**config.mk**
```make
export PLATFORM = sky130hd
export DESIGN_NAME = cfc_ctrl
export DESIGN_NICKNAME = d
export VERILOG_FILES = /design/src/sv/cfc_pkg.sv /design/src/sv/cfc_ctrl.sv
export SDC_FILE = /design/constraint.sdc
export NUM_CORES = 1
export LEC_CHECK = 0
export BUFFER_PORTS_ARGS = -buffer_cell sky130_fd_sc_hd__buf_2
export CORE_AREA = 2 2 39 41
export CTS_CLUSTER_DIAMETER = 200
export CTS_CLUSTER_SIZE = 25
export DETAILED_ROUTE_END_ITERATION = 10
export DIE_AREA = 0 0 41 43
export PLACE_DENSITY = 0.55
export SYNTH_ARGS = -nofsm -noshare
export SYNTH_HDL_FRONTEND = slang
export SYNTH_SLANG_ARGS = --single-unit
```
**constraint.sdc**
```tcl
create_clock -name i_clk -period 1.9 [get_ports i_clk]
set_input_delay 0.285 -clock i_clk [delete_from_list [all_inputs] [get_ports i_clk]]
set_output_delay 0.285 -clock i_clk [all_outputs]
set_load 0.1 [all_outputs]
```
**src/sv/cfc_pkg.sv**
```systemverilog
`timescale 1ns / 1ps
`default_nettype none

package cfc_pkg;

    // Field widths of the edge term and the face result.
    localparam int E_W    = 32;   // E samples, signed Q16.16
    localparam int LEN_W  = 32;   // lengths and area, unsigned Q16.16
    localparam int OFS_W  = 16;   // centroid offset, signed Q1.15
    localparam int SUM_W  = 64;   // circulation accumulator
    localparam int SLP_W  = E_W + 2;          // doubled slope
    localparam int PRD_W  = OFS_W + SLP_W;    // offset times doubled slope
    localparam int SHF_W  = PRD_W - OFS_W;    // shift after dropping Q1.15 scale
    localparam int ADJ_W  = SHF_W + 1;        // E plus shift before clipping

    // Divider: one quotient bit per cycle over the whole dividend.
    localparam int DIV_ITERS = SUM_W;
    localparam int CNT_W     = $clog2(DIV_ITERS);

    // One half in the scale of the product, for round half up.
    localparam logic signed [PRD_W-1:0] ROUND_HALF = PRD_W'(1) <<< (OFS_W - 1);

    // Saturation limits of the Q16.16 result and of the 64-bit circulation sum.
    localparam logic [E_W-1:0] E_MAX = {1'b0, {(E_W-1){1'b1}}};
    localparam logic [E_W-1:0] E_MIN = {1'b1, {(E_W-1){1'b0}}};
    localparam logic [SUM_W-1:0] SUM_MAX = {1'b0, {(SUM_W-1){1'b1}}};
    localparam logic [SUM_W-1:0] SUM_MIN = {1'b1, {(SUM_W-1){1'b0}}};

    // Commands from the controller to the datapath.
    typedef struct packed {
        logic capture;
        logic slope;
        logic mul_d;
        logic adj;
        logic mul_t;
        logic acc;
        logic div_init;
        logic div_step;
        logic load_out;
    } t_cfc_cmd;

    // Status from the datapath to the controller.
    typedef struct packed {
        logic last;
        logic area_zero;
        logic div_last;
    } t_cfc_sts;

endpackage

`default_nettype wire

```
**src/sv/cfc_ctrl.sv**
```systemverilog
`timescale 1ns / 1ps
`default_nettype none

module cfc_ctrl (
    input  wire                   i_clk,
    input  wire                   i_rst_n,
    input  wire                   i_in_valid,
    output logic                  o_in_stall,
    output logic                  o_out_valid,
    input  wire                   i_out_stall,
    input  cfc_pkg::t_cfc_sts     i_sts,
    output cfc_pkg::t_cfc_cmd     o_cmd
);
    import cfc_pkg::*;

    localparam logic [3:0] S_IDLE  = 4'd0;
    localparam logic [3:0] S_SLOPE = 4'd1;
    localparam logic [3:0] S_MULD  = 4'd2;
    localparam logic [3:0] S_ADJ   = 4'd3;
    localparam logic [3:0] S_MULT  = 4'd4;
    localparam logic [3:0] S_ACC   = 4'd5;
    localparam logic [3:0] S_PREP  = 4'd6;
    localparam logic [3:0] S_DIV   = 4'd7;
    localparam logic [3:0] S_OUT   = 4'd8;

    logic [3:0] r_state;
    logic [3:0] n_state;
    logic       r_out_valid;
    logic       n_out_valid;
    logic       in_take;
    logic       out_free;

    // Input is taken only between edge terms; the output register drains on its own.
    assign o_in_stall  = (r_state != S_IDLE);
    assign in_take     = i_in_valid && (r_state == S_IDLE);
    assign out_free    = !r_out_valid || !i_out_stall;
    assign o_out_valid = r_out_valid;

    // Next state and commands.
    always_comb begin
        n_state = r_state;
        o_cmd   = '0;
        unique case (r_state)
            S_IDLE: begin
                if (in_take) begin
                    o_cmd.capture = 1'b1;
                    n_state       = S_SLOPE;
                end
            end
            S_SLOPE: begin
                o_cmd.slope = 1'b1;
                n_state     = S_MULD;
            end
            S_MULD: begin
                o_cmd.mul_d = 1'b1;
                n_state     = S_ADJ;
            end
            S_ADJ: begin
                o_cmd.adj = 1'b1;
                n_state   = S_MULT;
            end
            S_MULT: begin
                o_cmd.mul_t = 1'b1;
                n_state     = S_ACC;
            end
            S_ACC: begin
                o_cmd.acc = 1'b1;
                n_state   = i_sts.last ? S_PREP : S_IDLE;
            end
            S_PREP: begin
                o_cmd.div_init = 1'b1;
                n_state        = i_sts.area_zero ? S_OUT : S_DIV;
            end
            S_DIV: begin
                o_cmd.div_step = 1'b1;
                if (i_sts.div_last) begin
                    n_state = S_OUT;
                end
            end
            S_OUT: begin
                if (out_free) begin
                    o_cmd.load_out = 1'b1;
                    n_state        = S_IDLE;
                end
            end
            default: begin
                n_state = S_IDLE;
            end
        endcase
    end

    // Output valid: set on a load, cleared when the transaction completes.
    always_comb begin
        n_out_valid = r_out_valid;
        if (o_cmd.load_out) begin
            n_out_valid = 1'b1;
        end else if (r_out_valid && !i_out_stall) begin
            n_out_valid = 1'b0;
        end
    end

    always_ff @(posedge i_clk) begin
        if (!i_rst_n) begin
            r_state     <= S_IDLE;
            r_out_valid <= 1'b0;
        end else begin
            r_state     <= n_state;
            r_out_valid <= n_out_valid;
        end
    end

endmodule

`default_nettype wire

```
* Yosys cells after proc, flatten, opt, wreduce, memory -nomap -nowiden
Cells that the tools add are included.
** Word-level totals
- Register bits :: 5
- Latch bits :: 0
- Memory bits (writable) :: 0
- Bits in read-only memories :: 0
- Bits of input ports :: 7
- Output and inout port bits :: 11
- Logic and storage cells :: 41
- Memories :: 0
** Operators by class
- Add/subtract/negate cells :: 0
- Multiply operators :: 0
- Divide/modulo/power cells :: 0
- Magnitude comparators :: 0
- Eq/ne operators :: 11
- Shifts and indexed selects :: 0
- Multiplexer cells :: 19
- Bitwise logic cells :: 0
- Reduce and logical (&&, ||, !) cells :: 9
** Operator list (number)
- 4-bit case mux with 9 select lines :: 1
- 4-bit by 3-bit equality test with 1-bit output, second input constant :: 4
- 4-bit two-way mux :: 4
- 1-bit two-way mux :: 13
- 4-bit by 2-bit equality test with 1-bit output, second input constant :: 2
- 2-bit inequality test, second input constant :: 3
- 4-bit by 1-bit equality test with 1-bit output, second input constant :: 1
- 4-bit equality test, second input constant :: 1
- 4-bit zero test :: 1
- 4-bit nonzero test :: 1
- 3-bit two-way mux :: 1
- 3-bit AND reduction :: 1
- 1-bit logical AND :: 2
- 1-bit zero test :: 2
- 2-bit nonzero test :: 1
- 1-bit logical OR :: 1

* Logic depth before layout (Yosys ltp)
- Depth after elaboration :: 5
- Mapped depth :: 4
- Depth with buffers taken out :: 3

* Worst setup path before layout
OpenSTA, ideal clock, no wires.
- Kind :: register -> output
- Start :: reg r_state[0]
- End :: out o_cmd[4] (netlist name)
- Arrival :: 3.586 ns
- Required time :: 1.615 ns
- Setup slack :: -1.971 ns
- Stages on the path, launching flop included :: 3
- Buffers on the path :: 1
- Cells stage by stage :: dfxtp_1 buf_2 nor4b_1
** RTL lines
- start: declaration :: line cfc_ctrl.sv:26 : logic [3:0] r_state;
- start signal: assignment :: line cfc_ctrl.sv:107 : r_state <= n_state;
- end: declaration :: line cfc_ctrl.sv:12 : output cfc_pkg::t_cfc_cmd o_cmd

==> summary.md <==
| Metric | Value |
|---|---|
| Post-Synthesis Net Count | `52` |
| Critical-path top delay cell | `or4b_4` |
| Seq/Total Area, Yosys | `26.3%` |
| Number of remaining DRC errors | `0` |
| Place WS | `0.170 ns` |
| Reg2reg end | `r_state[2]` |
| FF-to-FF path depth | `4` |
| Commonest non-fill, non-tap cell in the layout | `buf_2` |
| Hpwl dp | `720 µm` |
| CTS buffer count | `3` |
| Grt total ovfl | `0` |
| Tcrit/Tclk final | `95.9%` |
| Synthesis-to-finish area growth | `69.1%` |
| Vias after detailed routing | `397` |
| I/O pins | `18` |
| Critical path class | `reg -> out` |
| Routed length per placed instance | `11.4 µm` |
| Asr flop ratio synth | `0%` |
| Slew Viols, Final | `0` |
| Synth Flop Type | `dfxtp_1` |
| Postcts setup bufs | `0` |
| First-pass GRT wire length | `1410 µm` |
| Main combinational cell family by area after synthesis | `simple AND/OR/NAND/NOR gates` |
| Xor/xnor share of the synthesized area | `2.30%` |
| Complex-gate fraction of the synthesized area | `15.1%` |
| Initial antenna violation count | `0` |
| Vias in the first global route | `356` |
| Total wire length | `908 µm` |
| Crit path to | `o_cmd[0]` |
| Post-Synthesis Cells | `45` |
| Final #Nets | `72` |
| RSZ-0062 raised after global routing | `false` |
| Worst-path maximum fanout | `13` |
| Mapped Area | `380 µm²` |
| Final Wtd Congestion | `0.693` |
| # hold bufs at CTS | `0` |
| Avg Inst Size Synth | `8.45 µm²` |
| Worst slew pin tran | `0.487 ns` |
| Arrival @ worst endpoint | `1.54 ns` |
| Die width | `41 µm` |
| Mux cell area share after synthesis | `2.63%` |
| Most frequent cells in the layout | `10 x buf_2, 7 x buf_12, 4 x dfxtp_1, 3 x clkbuf_4, 3 x buf_4` |
| Slew HR | `67.7%` |
| Clock slew seen by the registers of the worst setup and hold paths | `0.04 ns` |
| Slack of the worst reg-to-reg path | `0.48 ns` |
| Die height | `43 µm` |
| H-tree depth | `1` |
| Reg-to-reg critical path startpoint | `r_state[1]` |
| Diodes inserted | `0` |
| Critical path depth in cells | `3` |
| Sequential cell area | `101 µm²` |
| TritonRoute pass-1 iters | `2` |
| Final Hold Fails | `0` |
| Synth Area in Adders | `0%` |
| CTS sink cnt | `5` |
| Post-DRT Antenna Nets | `0` |
| PD cells | `1020 mW/mm²` |
| Type of origin of the critical path | `flop` |
| Run status | `complete, no violations` |
| Final setup TNS | `0 ns` |
| Crit end category | `output port` |
| CTS tree | `built` |
| Die Area | `0.00176 mm²` |
| Crit path launch | `r_state[2]` |
| Fill count | `137` |
| Count of different cell masters after synthesis | `28` |
| Simple-Gate Fraction of Synth Area | `41.4%` |
| Largest net degree at the start of global routing | `14` |
| Vias/cell | `4.96` |
| Final setup fails | `0` |
| Crit-path max cell delay | `0.55 ns` |
| FF+latch count, synth | `5` |
| Top delay family on crit path | `simple AND/OR/NAND/NOR gates` |
| Input/output buffers | `17` |
| VDD IR max | `0.386 mV` |
| Worst hold path class | `in -> reg` |
| Clock Latency Late Sink | `0.25 ns` |
| Number of flops mapped to enable cells by yosys | `0` |
| GRT Overall Usage | `12.4%` |
| Final min period | `1.82 ns` |
| Core ar. | `0.00138 mm²` |
| Initial core utilization | `27.5%` |
| Area of the multi-input gates | `279 µm²` |
| Share of post-route cells with drive strength above 1 | `51.6%` |
| Fmax | `549 MHz` |
| Maxcap violations | `0` |
| Crit path cell chain | `or4b_4, a21oi_2, buf_12` |
| Row cnt | `14` |
| Bufs and invs on worst path | `1` |
| Pleak | `0.265 nW` |
| Clock root cell | `clkbuf_4` |
| Synth warnings | `0` |
| Initial drt markers | `3` |
| Required time of the critical path | `1.62 ns` |
| Max Root-Sink Buffers | `2` |
| Worst setup margin | `0.0772 ns` |
| Clock skew | `0.00264 ns` |
power by group:
part,switching [mW],leakage (nW),internal (mW),total [mW]
Clock,0.0442,0.0150,0.0794,0.124
Combinational,0.269,0.209,0.129,0.399
Sequential,0.0176,0.0413,0.117,0.134
Total,0.331,0.265,0.325,0.656
Yosys cell counts (all sizes together), types with 2 or more instances:
cell type,n,area (µm²)
nor2,5,21.3
nand2b,2,12.5
o21a,2,15.0
buf,5,42.5
nor3,3,15.0
dfxtp,5,100
nor2b,2,12.5
nand3b,2,15.0
a21oi,2,10.0
nand3,2,10.0
metrics by stage:
| stage | utilization (%) | total power, mW | hold WS (ns) | instance area (µm²) | instances |
|---|---|---|---|---|---|
| final | 46.5 | 0.656 | 0.316 | 643 | 80 |
| after global routing | 46.5 | 0.684 | 0.323 | 643 | 80 |
| after CTS | 46.5 | 0.663 | 0.316 | 643 | 80 |
| after detailed placement | 44.2 | 0.536 | 0.505 | 612 | 76 |
| after global placement | 44.2 | 0.534 | 0.500 | 612 | 76 |
| after floorplan | - | 0.437 | 0.403 | 422 | 45 |
cell type report:
cell class	instances	share of cell area (%)
multi-input cells	34	43.4
repair buffers	20	33.1
flip-flops and latches	5	15.8
clock buffers	4	4.09
well taps	16	3.11
inverters	1	0.584
cell families after synthesis:
group	count (synthesis)
AND/OR/NAND/NOR	24
multiplexers	1
XOR/XNOR	1
flip-flops	5
buffers and inverters	6
AO/OA/AOI/OAI	8
sequential cells by signal, indices dropped and copies added (netlist names):
| register | cells |
|---|---|
| r_state | 4 |
| o_out_valid | 1 |
routing by layer:
| metal | vias up | track usage [%] | routed length (µm) |
|---|---|---|---|
| met1 | 179 | 14.1 | 369 |
| met5 | - | 0 | 0 |
| met3 | 5 | 6.28 | 77 |
| li1 | 201 | - | - |
| met2 | 12 | 16.6 | 430 |
| met4 | 0 | 10.0 | 31 |
worst reg2reg max path, stage by stage, from the launching register on:
cell      delay (ns)
dfxtp_1         0.41
buf_4           0.20
and4bb_1        0.27
a32o_1          0.25
o21a_1          0.19
how the worst min path moves through the flow:
stage / from / slack, ns / depth (start not counted) / end
detailed placement: o_out_valid / 0.51 / 2 / o_out_valid
floorplan: i_rst_n / 0.40 / 1 / r_state[2]
global route: i_rst_n / 0.32 / 2 / r_state[1]
global placement: o_out_valid / 0.50 / 2 / o_out_valid
CTS: i_rst_n / 0.32 / 2 / r_state[1]
finish: i_rst_n / 0.32 / 2 / r_state[1]
timing repair:
item,in CTS,in global routing
resized for setup,2,0
endpoints found under the setup margin,1,0
endpoints found under the hold margin,0,0
Power figures use the tool's default switching activity.
